--- src/rtl/core/plsg_pkg.sv ---
// ----------------------------------------------------------------------------
// plsg_pkg
// Shared constants, types and helpers for the piecewise linear segmenter.
// ----------------------------------------------------------------------------
package plsg_pkg;

    // window limits
    localparam int MAX_POINTS = 1024;
    localparam int TIME_SHIFT = 10;
    localparam int X_BITS     = 20;

    // field and state widths
    localparam int COUNT_W = 11;
    localparam int TIME_W  = 63;
    localparam int VALUE_W = 16;
    localparam int FIT_W   = 32;
    localparam int THR_W   = 16;
    localparam int SX_W    = 30;
    localparam int SXX_W   = 50;
    localparam int SXY_W   = 47;
    localparam int SY_W    = 27;
    localparam int SYY_W   = 41;
    localparam int YY_W    = 31;
    localparam int PAR_W   = 48;

    // intermediate widths of the fit
    localparam int DX_W   = 61;
    localparam int DY_W   = 51;
    localparam int NXY_W  = 58;
    localparam int LHS_W  = 116;
    localparam int TT_W   = 67;
    localparam int NCM_W  = 77;
    localparam int SUM_W  = 62;
    localparam int TERM_W = 60;

    // fixed point positions
    localparam int SLOPE_FRAC  = 24;
    localparam int OFFSET_FRAC = 11;
    localparam int END_SCALE   = 5;
    localparam int TERM_SHIFT  = 8;
    localparam int R2_SHIFT    = 16;

    // shared multiplier
    localparam int MAC_A_W   = 67;
    localparam int MAC_B_W   = 64;
    localparam int DIGIT_W   = 16;
    localparam int DIGIT_LOG = 4;
    localparam int PROD_W    = MAC_A_W + DIGIT_W;
    localparam int ACC_W     = 128;

    // divider
    localparam int NUM_W     = 89;
    localparam int QUOT_W    = 48;
    localparam int DIV_CNT_W = 6;

    // register map
    localparam int ADDR_W    = 3;
    localparam int DATA_W    = 32;
    localparam logic REG_R2  = 1'b0;
    localparam logic [THR_W-1:0] R2_RESET = 16'd62259;

    typedef enum logic [4:0] {
        ST_IDLE,
        ST_MUL_YY,
        ST_MUL_XX,
        ST_MUL_XY,
        ST_DX_A,
        ST_DX_B,
        ST_DY_A,
        ST_DY_B,
        ST_NXY_A,
        ST_NXY_B,
        ST_SQ,
        ST_DYT,
        ST_RHS,
        ST_NCM_A,
        ST_NCM_B,
        ST_DIV_S,
        ST_DIV_O,
        ST_COMMIT,
        ST_FIT_END,
        ST_EMIT0,
        ST_EMIT1,
        ST_RESTART
    } state_t;

    typedef struct packed {
        logic [MAC_A_W-1:0] a;
        logic               a_neg;
        logic [MAC_B_W-1:0] b;
        logic [1:0]         last_digit;
        logic               clear;
    } mac_cmd_t;

    typedef struct packed {
        logic busy;
        logic done;
    } unit_sts_t;

    function automatic logic signed [FIT_W-1:0] sat_fit(input logic signed [SUM_W-1:0] v);
        logic signed [SUM_W-1:0] hi_lim;
        logic signed [SUM_W-1:0] lo_lim;
        hi_lim = SUM_W'(64'sd2147483647);
        lo_lim = -SUM_W'(64'sd2147483648);
        if (v > hi_lim) begin
            return 32'sh7FFFFFFF;
        end else if (v < lo_lim) begin
            return 32'sh80000000;
        end
        return v[FIT_W-1:0];
    endfunction

endpackage

--- src/rtl/core/plsg_mac.sv ---
// ----------------------------------------------------------------------------
// plsg_mac
// Shared multiply-accumulate unit, one 16-bit digit of b per cycle.
// ----------------------------------------------------------------------------
module plsg_mac (
    input  logic                                   clk,
    input  logic                                   rst_n,
    input  logic                                   start,
    input  plsg_pkg::mac_cmd_t                     cmd,
    output plsg_pkg::unit_sts_t                    sts,
    output logic signed [plsg_pkg::ACC_W-1:0]      acc
);

    plsg_pkg::mac_cmd_t                      cmd_reg;
    logic [1:0]                              digit_reg;
    logic                                    busy_reg;
    logic                                    done_reg;
    logic signed [plsg_pkg::ACC_W-1:0]       acc_reg;

    logic [plsg_pkg::DIGIT_W-1:0]            b_digit;
    logic [plsg_pkg::PROD_W-1:0]             prod;
    logic [plsg_pkg::ACC_W-1:0]              term;

    assign b_digit = cmd_reg.b[{digit_reg, {plsg_pkg::DIGIT_LOG{1'b0}}} +: plsg_pkg::DIGIT_W];
    assign prod    = {{plsg_pkg::DIGIT_W{1'b0}}, cmd_reg.a}
                   * {{plsg_pkg::MAC_A_W{1'b0}}, b_digit};
    assign term    = plsg_pkg::ACC_W'(prod) << {digit_reg, {plsg_pkg::DIGIT_LOG{1'b0}}};

    // control
    always_ff @(posedge clk or negedge rst_n)
    begin
        if (!rst_n)
        begin
            busy_reg  <= 1'b0;
            done_reg  <= 1'b0;
            digit_reg <= '0;
        end
        else if (start)
        begin
            busy_reg  <= 1'b1;
            done_reg  <= 1'b0;
            digit_reg <= '0;
        end
        else if (busy_reg)
        begin
            digit_reg <= digit_reg + 2'd1;
            if (digit_reg == cmd_reg.last_digit)
            begin
                busy_reg <= 1'b0;
                done_reg <= 1'b1;
            end
        end
        else
        begin
            done_reg <= 1'b0;
        end
    end

    // operands and accumulator
    always_ff @(posedge clk)
    begin
        if (start)
        begin
            cmd_reg <= cmd;
            if (cmd.clear)
            begin
                acc_reg <= '0;
            end
        end
        else if (busy_reg)
        begin
            if (cmd_reg.a_neg)
            begin
                acc_reg <= acc_reg - $signed(term);
            end
            else
            begin
                acc_reg <= acc_reg + $signed(term);
            end
        end
    end

    assign sts.busy = busy_reg;
    assign sts.done = done_reg;
    assign acc      = acc_reg;

endmodule

--- config.mk ---
export PLATFORM = sky130hd
export DESIGN_NAME = plsg_mac
export DESIGN_NICKNAME = d
export VERILOG_FILES = /design/src/rtl/core/plsg_pkg.sv /design/src/rtl/core/plsg_mac.sv
export SDC_FILE = /design/constraint.sdc
export NUM_CORES = 2
export LEC_CHECK = 0
export ABC_AREA = 1
export BUFFER_PORTS_ARGS = -buffer_cell sky130_fd_sc_hd__buf_4
export CELL_PAD_IN_SITES_DETAIL_PLACEMENT = 1
export CELL_PAD_IN_SITES_GLOBAL_PLACEMENT = 2
export CORE_ASPECT_RATIO = 2
export CORE_UTILIZATION = 35
export DETAILED_ROUTE_END_ITERATION = 10
export PLACE_DENSITY = 0.8
export SLEW_MARGIN = 20
export SYNTH_ARGS = -nofsm -noshare
export SYNTH_HDL_FRONTEND = slang
export SYNTH_SLANG_ARGS = --single-unit
--- constraint.sdc ---
create_clock -name clk -period 16.95 [get_ports clk]
set_input_delay 1.695 -clock clk [delete_from_list [all_inputs] [get_ports clk]]
set_output_delay 1.695 -clock clk [all_outputs]
set_load 0.01 [all_outputs]
==> tab_implementation.tex <==
\begin{tabular}{lr}
\hline
Metric & Value \\
\hline
\multicolumn{2}{l}{\textbf{Setup path}} \\
Endpoint kind of the worst setup timing path & flop \\
Category of the worst setup path launch point & flop \\
Number of cells on the worst reg-to-reg path & 52 \\
CP max FO & 34 \\
CP required & 17.39 ns \\
R2R Setup Slk & between 0.5 and 0.6 ns \\
Start-to-end type of the worst setup path & flop to flop \\
Arr. time, crit path & about 17 ns \\
Slowest cell on crit path & nor2\_1 \\
Critical path's largest stage delay & approximately 0.94 ns \\
\multicolumn{2}{l}{\textbf{Clocking}} \\
Clock tree from TritonCTS & yes \\
Postcts setup bufs & 0 \\
Post-cts resize count & 0 \\
Number of hold buffers added after cts & 0 \\
Clk root buf & clkbuf\_16 \\
Number of buffers inserted during clock tree synthesis & 34 \\
Maximum clock insertion buffer count & 3 \\
Clock-pin slew reported for the worst setup and hold paths after clock tree synthesis & approximately 0.060 ns \\
Clock network latency to the later pin of the worst-skew pair & 0.71 ns \\
Sinks on the clock net & between 200 and 300 \\
Number of levels in the clock H-tree & 2 \\
\multicolumn{2}{l}{\textbf{STA}} \\
Min Clock Period, post-route & 16.43 ns \\
Final setup fails & 0 \\
Worst-case clock skew & $\sim$0.049 ns \\
Max-slew violation count & 0 \\
Worst Max-Slew Pin Slew & $\sim$1.3 ns \\
Share of the cycle needed by the critical path after routing & between 90\% and 100\% \\
Rel. slew slack & 13.5\% \\
Fmax & between 0.06 and 0.07 GHz \\
Setup TNS Final & 0 ns \\
Unrepaired setup endpoints after global routing & no \\
Final Hold Viols & 0 \\
\multicolumn{2}{l}{\textbf{Layout}} \\
Utilization after layout & about two fifths \\
Flip-flop count of the largest register, all copies and words added & around 130 \\
Area occupied by multi-input gates & 45400 um2 \\
Most common cell after layout, fill and taps aside & nand2\_1 \\
Fraction of final layout cells with drive strength greater than 1 & under 10\% \\
Syn-to-layout area delta & 10.0\% \\
Fill cell instance count of the final layout & between 20000 and 25000 \\
Commonest non-fill, non-tap cells in the layout & nand2\_1, inv\_1, nor2\_1 \\
Number of nets in the layout & 10600 \\
Area occupied by registers & $\sim$8000 um2 \\
\multicolumn{2}{l}{\textbf{Global routing}} \\
Antenna violations before repair & 27 \\
GR Util All Layers & around two fifths \\
Via count of the first global-routing pass & 71900 \\
GRT Residual Overflow & 0 \\
First-pass GRT wire length & $\sim$520000 um \\
Pin count of the biggest net entering global routing & 110 \\
\multicolumn{2}{l}{\textbf{Drt}} \\
First drt pass iteration count & 5 \\
Total vias in the final route & 63800 \\
Number of design rule violations left after detail routing & 0 \\
Wire length per cell after detailed routing & around 32 um \\
First-iteration detailed-routing DRC count & $\sim$3500 \\
Vias/cell & about 5.5 \\
Final antenna-violating net count & 0 \\
Total detailed-routing wirelength & roughly 370000 um \\
\multicolumn{2}{l}{\textbf{Place}} \\
Port bufs & 267 \\
HPWL Detailed & 311000 um \\
Final Wtd Congestion & 1.06 \\
\multicolumn{2}{l}{\textbf{Floorplan}} \\
Die outline height & 598 um \\
Initial standard-cell utilization of the core & a little over a third \\
Chip width & between 200 and 300 um \\
Count of pins on the block boundary & roughly 270 \\
Die outline area & between 150000 and 200000 um2 \\
Area of the core region & 176000 um2 \\
Number of rows in the core area & approximately 220 \\
\multicolumn{2}{l}{\textbf{Synthesis}} \\
Nets in the synthesized netlist & $\sim$10000 \\
Count of cell types in the netlist & between 60 and 70 \\
Number of enable-type register cells in the synthesized netlist & between 200 and 300 \\
FFs w/ async S/R, synth & 1.50\% \\
Netlist area before placement & 62100 um2 \\
Yosys synthesis warning count & 0 \\
Synth Area per Inst & a little under 7 um2 \\
Post-Syn Instances & 9121 \\
Most instantiated flip-flop cell in the synthesis netlist & edfxtp\_1 \\
Proportion of synthesized chip area in sequential cells & approximately an eighth \\
Register bit count reported by yosys & around 270 \\
\multicolumn{2}{l}{\textbf{Status}} \\
Run status & finished clean \\
\multicolumn{2}{l}{\textbf{Hold path}} \\
Path category of the worst min-delay check & flop to flop \\
Hold depth & 2 \\
\multicolumn{2}{l}{\textbf{Job}} \\
Number of max-cap violations & 0 \\
\hline
\end{tabular}
[routing by layer]
| metal | up-vias | wire length, um | GRT usage, % |
|---|---|---|---|
| met5 | - | 95 | 0 |
| met4 | 14 | 52200 | 47.9 |
| met3 | 1346 | 18000 | 8.65 |
| met2 | 2230 | 195000 | 77.1 |
| met1 | 32300 | 105000 | 34.5 |
| li1 | 27900 | - | - |
[final cells by class]
cell class,count,share of cell area (%)
tap,2310,4.23
clock buffer,40,1.29
multi-input combinational,6536,66.5
clock inverter,21,0.304
antenna,25,0.0916
inverter,2063,11.3
timing repair buffer,402,4.56
sequential,266,11.7
[per-stage QoR]
step	hold slack (ns)	area, um2	instances	setup slack [ns]
2_1_floorplan	0.467	62100	9121	6.86
3_3_place_gp	0.594	67000	11600	1.46
3_5_place_dp	0.585	67100	11600	1.40
4_1_cts	0.599	68200	11600	1.35
5_1_grt	0.650	68300	11600	0.584
6_report	0.575	68300	11700	0.523
[cell usage after synthesis, drive strengths merged (3+ instances only)]
master	number	area share, %
nor2	1151	7.3
o21bai	14	0.17
nand3b	7	0.085
ha	283	5.7
a21o	8	0.097
a21oi	460	3.7
a211oi	4	0.048
and2	4	0.042
edfxtp	262	13
or2	7	0.071
o21ai	238	1.9
inv	2051	12
xnor2	32	0.45
o211ai	6	0.073
nand4	68	0.71
nand3	530	4.5
o2111ai	3	0.042
nor3	34	0.30
nor4	9	0.091
fa	909	29
clkbuf	154	0.93
nand2	2532	15
a21boi	14	0.17
a31oi	72	0.73
xor2	66	0.93
o21a	62	0.75
buf	102	0.78
dfrtp	4	0.16
clkinv	12	0.073
o221a	5	0.091
[critical path, delay by kind of cell, from the launching register on]
family          cells  cell delay [ns]
xor+xnor            1             0.24
buf+inv            14             2.44
compound gates      1             0.78
simple gates       28             7.54
flops               1             0.65
fa+ha+maj           8             4.46
[final timing paths]
path                                end    startpoint
max                            acc[111]  digit_reg[0]
min                            done_reg      done_reg
max reg2reg                    acc[111]  digit_reg[0]
min reg2reg                    done_reg      done_reg
max in group asynchronous  digit_reg[0]         rst_n
min in group asynchronous      done_reg         rst_n
[logic make-up (layout without fill, tap and decap cells)]
| logic type | Yosys count | after routing | share of synthesized area, % |
|---|---|---|---|
| XOR/XNOR | 98 | 98 | 1.38 |
| adder cells (fa/ha/maj) | 1192 | 1192 | 35.0 |
| AO/OA/AOI/OAI | 898 | 898 | 8.00 |
| other | 0 | 25 | 0 |
| AND/OR/NAND/NOR | 4348 | 4348 | 28.6 |
| flip-flops | 266 | 266 | 12.8 |
| buffers and inverters | 2319 | 2526 | 14.2 |
Power is not shown: default switching activity piles up to over one toggle a cycle in this logic, so the estimate is an artifact.
