$ cat src/rtl/core/plsg_pkg.sv
// ----------------------------------------------------------------------------
// plsg_pkg
// Shared constants, types and helpers for the piecewise linear segmenter.
// ----------------------------------------------------------------------------
package plsg_pkg;

    // window limits
    localparam int MAX_POINTS = 1024;
    localparam int TIME_SHIFT = 10;
    localparam int X_BITS     = 20;

    // field and state widths
    localparam int COUNT_W = 11;
    localparam int TIME_W  = 63;
    localparam int VALUE_W = 16;
    localparam int FIT_W   = 32;
    localparam int THR_W   = 16;
    localparam int SX_W    = 30;
    localparam int SXX_W   = 50;
    localparam int SXY_W   = 47;
    localparam int SY_W    = 27;
    localparam int SYY_W   = 41;
    localparam int YY_W    = 31;
    localparam int PAR_W   = 48;

    // intermediate widths of the fit
    localparam int DX_W   = 61;
    localparam int DY_W   = 51;
    localparam int NXY_W  = 58;
    localparam int LHS_W  = 116;
    localparam int TT_W   = 67;
    localparam int NCM_W  = 77;
    localparam int SUM_W  = 62;
    localparam int TERM_W = 60;

    // fixed point positions
    localparam int SLOPE_FRAC  = 24;
    localparam int OFFSET_FRAC = 11;
    localparam int END_SCALE   = 5;
    localparam int TERM_SHIFT  = 8;
    localparam int R2_SHIFT    = 16;

    // shared multiplier
    localparam int MAC_A_W   = 67;
    localparam int MAC_B_W   = 64;
    localparam int DIGIT_W   = 16;
    localparam int DIGIT_LOG = 4;
    localparam int PROD_W    = MAC_A_W + DIGIT_W;
    localparam int ACC_W     = 128;

    // divider
    localparam int NUM_W     = 89;
    localparam int QUOT_W    = 48;
    localparam int DIV_CNT_W = 6;

    // register map
    localparam int ADDR_W    = 3;
    localparam int DATA_W    = 32;
    localparam logic REG_R2  = 1'b0;
    localparam logic [THR_W-1:0] R2_RESET = 16'd62259;

    typedef enum logic [4:0] {
        ST_IDLE,
        ST_MUL_YY,
        ST_MUL_XX,
        ST_MUL_XY,
        ST_DX_A,
        ST_DX_B,
        ST_DY_A,
        ST_DY_B,
        ST_NXY_A,
        ST_NXY_B,
        ST_SQ,
        ST_DYT,
        ST_RHS,
        ST_NCM_A,
        ST_NCM_B,
        ST_DIV_S,
        ST_DIV_O,
        ST_COMMIT,
        ST_FIT_END,
        ST_EMIT0,
        ST_EMIT1,
        ST_RESTART
    } state_t;

    typedef struct packed {
        logic [MAC_A_W-1:0] a;
        logic               a_neg;
        logic [MAC_B_W-1:0] b;
        logic [1:0]         last_digit;
        logic               clear;
    } mac_cmd_t;

    typedef struct packed {
        logic busy;
        logic done;
    } unit_sts_t;

    function automatic logic signed [FIT_W-1:0] sat_fit(input logic signed [SUM_W-1:0] v);
        logic signed [SUM_W-1:0] hi_lim;
        logic signed [SUM_W-1:0] lo_lim;
        hi_lim = SUM_W'(64'sd2147483647);
        lo_lim = -SUM_W'(64'sd2147483648);
        if (v > hi_lim) begin
            return 32'sh7FFFFFFF;
        end else if (v < lo_lim) begin
            return 32'sh80000000;
        end
        return v[FIT_W-1:0];
    endfunction

endpackage

$ cat src/rtl/core/plsg_div.sv
// ----------------------------------------------------------------------------
// plsg_div
// Restoring divider, one quotient bit per cycle, saturating quotient.
// ----------------------------------------------------------------------------
module plsg_div (
    input  logic                              clk,
    input  logic                              rst_n,
    input  logic                              start,
    input  logic [plsg_pkg::NUM_W-1:0]        num,
    input  logic [plsg_pkg::DX_W-1:0]         den,
    output plsg_pkg::unit_sts_t               sts,
    output logic [plsg_pkg::QUOT_W-2:0]       quot
);

    localparam int HI_W = plsg_pkg::NUM_W - plsg_pkg::QUOT_W;

    logic                                busy_reg;
    logic                                done_reg;
    logic [plsg_pkg::DIV_CNT_W-1:0]      count_reg;
    logic                                sat_reg;
    logic [plsg_pkg::DX_W-1:0]           den_reg;
    logic [plsg_pkg::DX_W-1:0]           rem_reg;
    logic [plsg_pkg::QUOT_W-1:0]         low_reg;

    logic [plsg_pkg::DX_W-1:0]           num_hi;
    logic                                start_sat;
    logic [plsg_pkg::DX_W:0]             trial;
    logic [plsg_pkg::DX_W:0]             diff;
    logic                                ge;

    // quotient of 2^48 or more saturates at once
    assign num_hi    = plsg_pkg::DX_W'(num[plsg_pkg::NUM_W-1:plsg_pkg::QUOT_W]);
    assign start_sat = (num_hi >= den);
    assign trial     = {rem_reg, low_reg[plsg_pkg::QUOT_W-1]};
    assign diff      = trial - {1'b0, den_reg};
    assign ge        = (trial >= {1'b0, den_reg});

    always_ff @(posedge clk or negedge rst_n)
    begin
        if (!rst_n)
        begin
            busy_reg  <= 1'b0;
            done_reg  <= 1'b0;
            count_reg <= '0;
        end
        else if (start)
        begin
            busy_reg  <= !start_sat;
            done_reg  <= start_sat;
            count_reg <= '0;
        end
        else if (busy_reg)
        begin
            count_reg <= count_reg + 1'b1;
            if (count_reg == plsg_pkg::DIV_CNT_W'(plsg_pkg::QUOT_W - 1))
            begin
                busy_reg <= 1'b0;
                done_reg <= 1'b1;
            end
        end
        else
        begin
            done_reg <= 1'b0;
        end
    end

    always_ff @(posedge clk)
    begin
        if (start)
        begin
            sat_reg <= start_sat;
            den_reg <= den;
            rem_reg <= num_hi;
            low_reg <= num[plsg_pkg::QUOT_W-1:0];
        end
        else if (busy_reg)
        begin
            rem_reg <= ge ? diff[plsg_pkg::DX_W-1:0] : trial[plsg_pkg::DX_W-1:0];
            low_reg <= {low_reg[plsg_pkg::QUOT_W-2:0], ge};
        end
    end

    assign sts.busy = busy_reg;
    assign sts.done = done_reg;
    assign quot     = (sat_reg || low_reg[plsg_pkg::QUOT_W-1])
                    ? {(plsg_pkg::QUOT_W-1){1'b1}} : low_reg[plsg_pkg::QUOT_W-2:0];

endmodule

$ cat config.mk
export PLATFORM = sky130hd
export DESIGN_NAME = plsg_div
export DESIGN_NICKNAME = d
export VERILOG_FILES = /design/src/rtl/core/plsg_pkg.sv /design/src/rtl/core/plsg_div.sv
export SDC_FILE = /design/constraint.sdc
export NUM_CORES = 1
export LEC_CHECK = 0
export BUFFER_PORTS_ARGS = -buffer_cell sky130_fd_sc_hd__buf_4
export CORE_UTILIZATION = 52
export DETAILED_ROUTE_END_ITERATION = 16
export GPL_ROUTABILITY_DRIVEN = 1
export PLACE_DENSITY_LB_ADDON = 0.2
export SYNTH_ARGS = -nofsm -noshare
export SYNTH_HDL_FRONTEND = slang
export SYNTH_SLANG_ARGS = --single-unit
$ cat constraint.sdc
create_clock -name clk -period 3.2 [get_ports clk]
set_input_delay 0.16 -clock clk [delete_from_list [all_inputs] [get_ports clk]]
set_output_delay 0.16 -clock clk [all_outputs]
set_load 0.02 [all_outputs]
==> out/results.ini, run 1 <==
[run_status]
status = complete, but fails checks
violations = setup timing

[sta]
rsz0062_at_grt = true
slew_viol_final = 0
maxSlewHeadroom = 0.178
worstMarginPinSlew_ps = 1230
hold_viol = 0
fmax_mhz = 307
period_minus_slack_ps = 3260
clock_skew_ps = 24.2
period_share = 1.02
setup_ws_ps = -56.4
hold_slack_ps = 5.24
setup_viol = 19
setup-tns-final_ps = -599

[global_routing]
grtUsageTotal = 0.276
overflow = 0
grt_max_degree = 90
antenna_found_initial = 0
grt_pass1_wl_mm = 54.1
grt_pass1_vias = 11000

[yosys]
synthTopCellsByArea = edfxtp_1 (36%), ha_1 (10%), mux2_2 (5.1%), a21oi_1 (4.6%), inv_1 (4.1%)
synth_top_area_frac = 0.360
async_reset_ff_frac = 0.0447
yosys.area.top_type = edfxtp_1
yosysWarningCount = 0
ys_seq_area_frac = 0.408
synth_area_um2 = 12600
synth.most_common_cell = edfxtp_1
synthesis.nets = 1580
synth_area_per_cell_um2 = 9.51
ys_top_cells_by_count = edfxtp_1 (151), inv_1 (139), a21oi_1 (116)
yosysUniqueCellTypes = 70
synth_cells = 1323
synth_edf_count = 151
synthFlopType = edfxtp_1
ys_ff_latch = 179

[clocking]
clockBufferDepth = 2
path_clk_slew_ps = 80
numCtsBuffers = 17
cts_sinks = 179
cts_tree = done
root_buffer = clkbuf_16
clock_latency_ps = 450
cts_max_level = 4

[die]
ioPinCount = 202
core_um2 = 23600
dieArea_um2 = 24800
die_y_um = 158
row_count = 56
dieWidth_um = 158
start_util = 0.533

[power_and_ir_drop]
clock_power_share = 0.205
peakVddDrop_v = 0.000343
p_switching_mw = 4.06
seqPwrFrac = 0.306
p_per_area_nw_per_um2 = 622
p_leak_nw = 7.42
p_comb_frac = 0.488
swShare = 0.389
internal-power_mw = 6.37

[worst_hold_path]
min_path_cells = 2
hold_class = in2reg
hold_end = low_reg[34]$_DFFE_PP_
min_from = num[34]

[route]
initialDrtViolationCount = 826
wl_per_cell_um = 17.9
first_pass_iters = 5
viasPerCell = 5.76
ant_nets = 0
vias = 11400
drc = 0
wl_mm = 35.3

[layout]
diodes = 0
drive_gt1_frac = 0.283
nets = 1903
area_growth_pct = 33.3
fin_cells = 1978

[setup_path]
cp_max_fo = 8
critPathArrivalTime_ps = 3450
reg2reg_depth = 14
critPathCaptureType = register
critPathKind = reg2reg
ff2ff_setup_slack_ps = -60
r2r-end = rem_reg[32]$_DFFE_PP_
r2r-start = den_reg[0]$_DFFE_PP_
worstPathRequired_ps = 3390
cp-start-kind = register

[place]
dp_cells = 1867
post-place-ws_ps = -12.4
hpwlAfterDp_mm = 24.7
numPortBuffers = 201
place_congestion = 0.954

[run]
drv_cap = 0

==> area by class of cell <==
cell class / instances / area, um2
sequential: 179 / 5130
inverter: 139 / 526
tap: 319 / 399
fill: 1791 / 6840
clock buffer: 18 / 429
timing repair buffer: 370 / 3070
multi-input combinational: 939 / 7050
clock inverter: 14 / 166
==> worst max path at each step <==
stage                          startpoint                       end  slack, ps
global route         den_reg[0]$_DFFE_PP_  rem_reg[59]$_SDFFE_PP0P_       -160
floorplan           low_reg[47]$_DFFE_PP_     rem_reg[37]$_DFFE_PP_         20
finish               den_reg[0]$_DFFE_PP_     rem_reg[32]$_DFFE_PP_        -60
CTS                  den_reg[0]$_DFFE_PP_     rem_reg[28]$_DFFE_PP_        -40
detailed placement   den_reg[0]$_DFFE_PP_  rem_reg[52]$_SDFFE_PP0P_        -10
global placement     den_reg[0]$_DFFE_PP_     rem_reg[28]$_DFFE_PP_         40
==> metal layers <==
layer	GRT usage	vias up	wire, um
li1	-	5499	-
met1	0.358	5459	15400
met2	0.480	354	17700
met3	0.0295	73	1410
met4	0.0906	0	833
met5	0	-	0
==> worst max-delay path, stage by stage (launching register included) <==
cell and delay [ps]:
edfxtp_1 410, ha_4 190, fa_2 380, nand2b_4 160, a211oi_2 240, nor3_2 90, o32ai_2 350, o21ai_2 110
o21ai_2 210, a31oi_4 140, buf_12 190, clkbuf_16 170, nand2_4 60, o21ai_2 40, mux2_4 250
==> what timing repair did <==
item,CTS,global route
hold buffers,65,0
gates cloned,0,7
hold endpoints to repair,72,0
endpoints found under the setup margin,3,61
gates resized for setup,3,99
setup buffers,0,7
pin swaps,0,30
==> power groups by stage <==
stage | logic, mW | clock network, mW | registers (mW)
5_1_grt | 5.56 | 2.24 | 3.24
2_1_floorplan | 2.93 | 0 | 3.14
3_5_place_dp | 4.29 | 0 | 3.20
6_report | 5.10 | 2.14 | 3.20
3_3_place_gp | 4.25 | 0 | 3.19
4_1_cts | 4.41 | 2.15 | 3.16
==> per-stage QoR <==
| stage | utilization | area, um2 | power, mW |
|---|---|---|---|
| floorplan | - | 12600 | 6.07 |
| global placement | 0.632 | 14900 | 7.44 |
| detailed placement | 0.632 | 14900 | 7.50 |
| CTS | 0.686 | 16200 | 9.72 |
| global route | 0.710 | 16800 | 11.0 |
| finish | 0.710 | 16800 | 10.4 |
==> kinds of logic (layout without fill, tap and decap cells) <==
| group | count (synthesis) | in the layout | synth area share |
|---|---|---|---|
| muxes | 62 | 62 | 0.0550 |
| buffers and inverters | 205 | 541 | 0.0637 |
| AOI/OAI and AO/OA | 375 | 375 | 0.192 |
| adders and majority gates | 104 | 104 | 0.104 |
| xor gates and xnor gates | 54 | 54 | 0.0376 |
| DFF | 179 | 179 | 0.408 |
| and+or+nand+nor | 344 | 344 | 0.139 |
==> cells in the final DEF (no fill, tap or decap), types with 9 or more instances in the layout <==
cell type / Yosys / final
o21bai_1: 18 / 18
o21a_1: 17 / 17
nor2b_1: 12 / 12
nand4_1: 32 / 32
dlygate4sd3_1: 0 / 65
o21ai_0: 67 / 51
a211oi_2: 0 / 12
o211ai_1: 13 / 13
or3_1: 54 / 54
clkbuf_16: 0 / 20
nand3_1: 21 / 21
mux2_2: 57 / 53
o21ai_1: 0 / 11
a21oi_1: 116 / 107
xnor2_1: 29 / 29
a21oi_2: 1 / 10
buf_4: 3 / 291
a211oi_1: 29 / 14
edfxtp_1: 151 / 151
nor2_1: 72 / 68
and3_1: 10 / 9
inv_1: 139 / 138
a21o_1: 46 / 46
dfxtp_1: 20 / 20
nand2_1: 85 / 78
a31oi_1: 12 / 11
nor3_1: 17 / 12
ha_1: 103 / 97
xor2_1: 25 / 25
Note: power is estimated with default switching activity, not from simulation.
==> inputs of run 2 (changes only) <==
--- a/config.mk
+++ b/config.mk
@@ -9,7 +9,7 @@
 export CORE_UTILIZATION = 52
 export DETAILED_ROUTE_END_ITERATION = 16
 export GPL_ROUTABILITY_DRIVEN = 1
-export PLACE_DENSITY_LB_ADDON = 0.2
+export PLACE_DENSITY = 0.77
 export SYNTH_ARGS = -nofsm -noshare
 export SYNTH_HDL_FRONTEND = slang
 export SYNTH_SLANG_ARGS = --single-unit
==> out/results.ini, run 2 (same netlist as run 1, synthesis figures left out) <==
[setup_path]
cp_top_family = compound AO/OA/AOI/OAI gates
reg2reg_depth = 14  ; unchanged
critPathArrivalTime_ps = 3420  ; -30 ps
cp_max_fo = 20  ; +12
crit_path_top_delay_cell = fa_2
critPathCaptureType = register
r2r-end = rem_reg[35]$_DFFE_PP_
critPathKind = reg2reg
ff2ff_setup_slack_ps = -40  ; +20 ps
max_stage_delay_ps = 360  ; -50 ps
worstPathRequired_ps = 3380  ; about the same
crit_buf_inv = 2  ; unchanged
r2r-start = low_reg[47]$_DFFE_PP_
cpMostUsedCell = o21ai_2
worstPathCellList = inv_1 -> ha_2 -> fa_2 -> nand2b_4 -> a211oi_4 -> nor3_4 -> o32ai_2 -> o21ai_2 -> o21ai_2 -> a31oi_4 -> buf_6 -> nand2_1 -> o21ai_0 -> mux2_2
cp-start-kind = register

[sta]
fmax_mhz = 309  ; +0.54%
hold_slack_ps = 11.3  ; +6.06 ps
period_minus_slack_ps = 3240  ; -17.6 ps
maxSlewHeadroom = 0.171  ; -0.00741
hold_viol = 0  ; unchanged
rsz0062_at_grt = true
setup_ws_ps = -38.9  ; +17.6 ps
clock_skew_ps = 14.8  ; -9.33 ps
worstMarginPinSlew_ps = 1240  ; +11.1 ps
period_share = 1.01  ; -0.00548
slew_viol_final = 0  ; unchanged
setup_viol = 11  ; -8

[global_routing]
grtUsageTotal = 0.285  ; +0.00932
grt_use_met1 = 0.358  ; +0.000831
grt_max_degree = 91  ; +1.1%
overflow = 0  ; unchanged
antenna_found_initial = 0  ; unchanged
grt_pass1_vias = 11200  ; +1.5%
grt_pass1_wl_mm = 55.2  ; +2.0%
grt_use_met3 = 0.0479  ; +0.0184
grt_use_met2 = 0.492  ; +0.0116
busiest_layer = met2

[power_and_ir_drop]
p_leak_nw = 7.31  ; -1.6%
seqPwrFrac = 0.312  ; +0.006
peakVddDrop_v = 0.000411  ; +20%
p_switching_mw = 3.92  ; -3.6%
swShare = 0.383  ; -0.00648
clock_power_share = 0.205  ; about the same
internal-power_mw = 6.31  ; -0.98%
p_per_area_nw_per_um2 = 619  ; -0.42%
p_comb_frac = 0.483  ; -0.005

[route]
wl_per_cell_um = 18.3  ; +2.5%
drc = 0  ; unchanged
viasPerCell = 5.83  ; +1.3%
initialDrtViolationCount = 965  ; +17%
wl_mm = 36.0  ; +1.8%
first_pass_iters = 5  ; unchanged
ant_nets = 0  ; unchanged
vias = 11500  ; +0.60%

[layout]
diodes = 0  ; unchanged
postLayoutCellArea_um2 = 16500  ; -1.6%
fillers = 1762  ; -1.6%
final_common_cell = buf_4
post-route-util = 0.699  ; -0.0114
fin_cells = 1964  ; -0.71%
nets = 1889  ; -0.74%
area_growth_pct = 31.2
drive_gt1_frac = 0.267  ; -0.0152
final_cell_mix = buf_4 (282), edfxtp_1 (151), inv_1 (138)

[die]
core_um2 = 23600  ; unchanged
row_count = 56  ; unchanged
ioPinCount = 202  ; unchanged
dieArea_um2 = 24800  ; unchanged
start_util = 0.533  ; unchanged
die_y_um = 158  ; unchanged
dieWidth_um = 158  ; unchanged

[clocking]
clock_latency_ps = 440  ; about the same
path_clk_slew_ps = 80  ; about the same
cts_max_level = 4  ; unchanged
cts_sinks = 179  ; unchanged
clockBufferDepth = 2  ; unchanged
root_buffer = clkbuf_16
cts_tree = done
numCtsBuffers = 17  ; unchanged

[place]
dp_cells = 1858  ; -0.48%
numPortBuffers = 201  ; unchanged
hpwlAfterDp_mm = 25.1  ; +1.6%
placed_area_um2 = 14900  ; -0.37%
place_congestion = 0.944  ; -1.0%

[worst_hold_path]
min_from = num[57]
hold_class = in2reg
min_path_cells = 2  ; unchanged
hold_end = rem_reg[9]$_DFFE_PP_

[run_status]
violations = setup timing
status = complete, but fails checks

[run]
drv_cap = 0  ; unchanged

-- run 2: timing repair --
| item | 4_1_cts | 5_1_grt |
|---|---|---|
| endpoints found under the setup margin | 8 | 60 |
| setup buffers | 5 | 5 |
| pin swaps | 1 | 20 |
| hold buffers | 62 | 0 |
| resized for setup | 8 | 64 |
| endpoints found under the hold margin | 69 | 0 |
| gates cloned | 2 | 3 |
-- run 2: final cells by class --
| class | instances | area [um2] | share of cell area |
|---|---|---|---|
| clock buffer | 18 | 429 | 0.0260 |
| clock inverter | 14 | 148 | 0.00895 |
| inverter | 139 | 526 | 0.0318 |
| multi-input combinational | 939 | 6910 | 0.419 |
| sequential | 179 | 5130 | 0.311 |
| tap | 319 | 399 | 0.0242 |
| timing repair buffer | 356 | 2950 | 0.179 |
-- run 2: worst max path at each step --
stage	start	to	slack, ps	cells past startpoint
2_1_floorplan	low_reg[47]$_DFFE_PP_	rem_reg[37]$_DFFE_PP_	20	16
3_3_place_gp	den_reg[0]$_DFFE_PP_	rem_reg[28]$_DFFE_PP_	50	12
3_5_place_dp	den_reg[0]$_DFFE_PP_	rem_reg[56]$_SDFFE_PP0P_	-60	13
4_1_cts	den_reg[0]$_DFFE_PP_	rem_reg[35]$_DFFE_PP_	3	14
5_1_grt	low_reg[47]$_DFFE_PP_	rem_reg[41]$_SDFFE_PP0P_	-190	15
6_report	low_reg[47]$_DFFE_PP_	rem_reg[35]$_DFFE_PP_	-40	14
-- run 2: power by group through the flow --
stage                     sequential, mW  clock [mW]  combinational [mW]
after floorplan                     3.14           0                2.93
after global placement              3.19           0                4.22
after detailed placement            3.21           0                4.28
after CTS                           3.16        2.12                4.59
after global routing                3.22        2.20                5.37
final                               3.19        2.10                4.94
-- run 2: metrics by stage --
| stage | power, mW | worst slack (ps) | setup TNS, ps |
|---|---|---|---|
| finish | 10.2 | -38.9 | -164 |
| global route | 10.8 | -190 | -6400 |
| CTS | 9.88 | 2.83 | 0 |
| detailed placement | 7.49 | -55.2 | -55.2 |
| global placement | 7.41 | 49.2 | 0 |
| floorplan | 6.07 | 16.2 | 0 |
-- run 2: routing by layer --
layer	share of wire	up-vias	wire, um
li1	-	5464	-
met1	0.42	5505	15000
met2	0.50	404	18100
met3	0.053	80	1910
met4	0.024	0	877
met5	0	-	0
-- run 2: worst register-to-register path: cells and delay by family (launching register included) --
family                   cells  cell delay [ps]
AO/OA/AOI/OAI                6             1190
AND/OR/NAND/NOR              3              340
adder cells (fa/ha/maj)      2              560
flip-flops                   1              340
multiplexers                 1              270
buffers and inverters        2              280
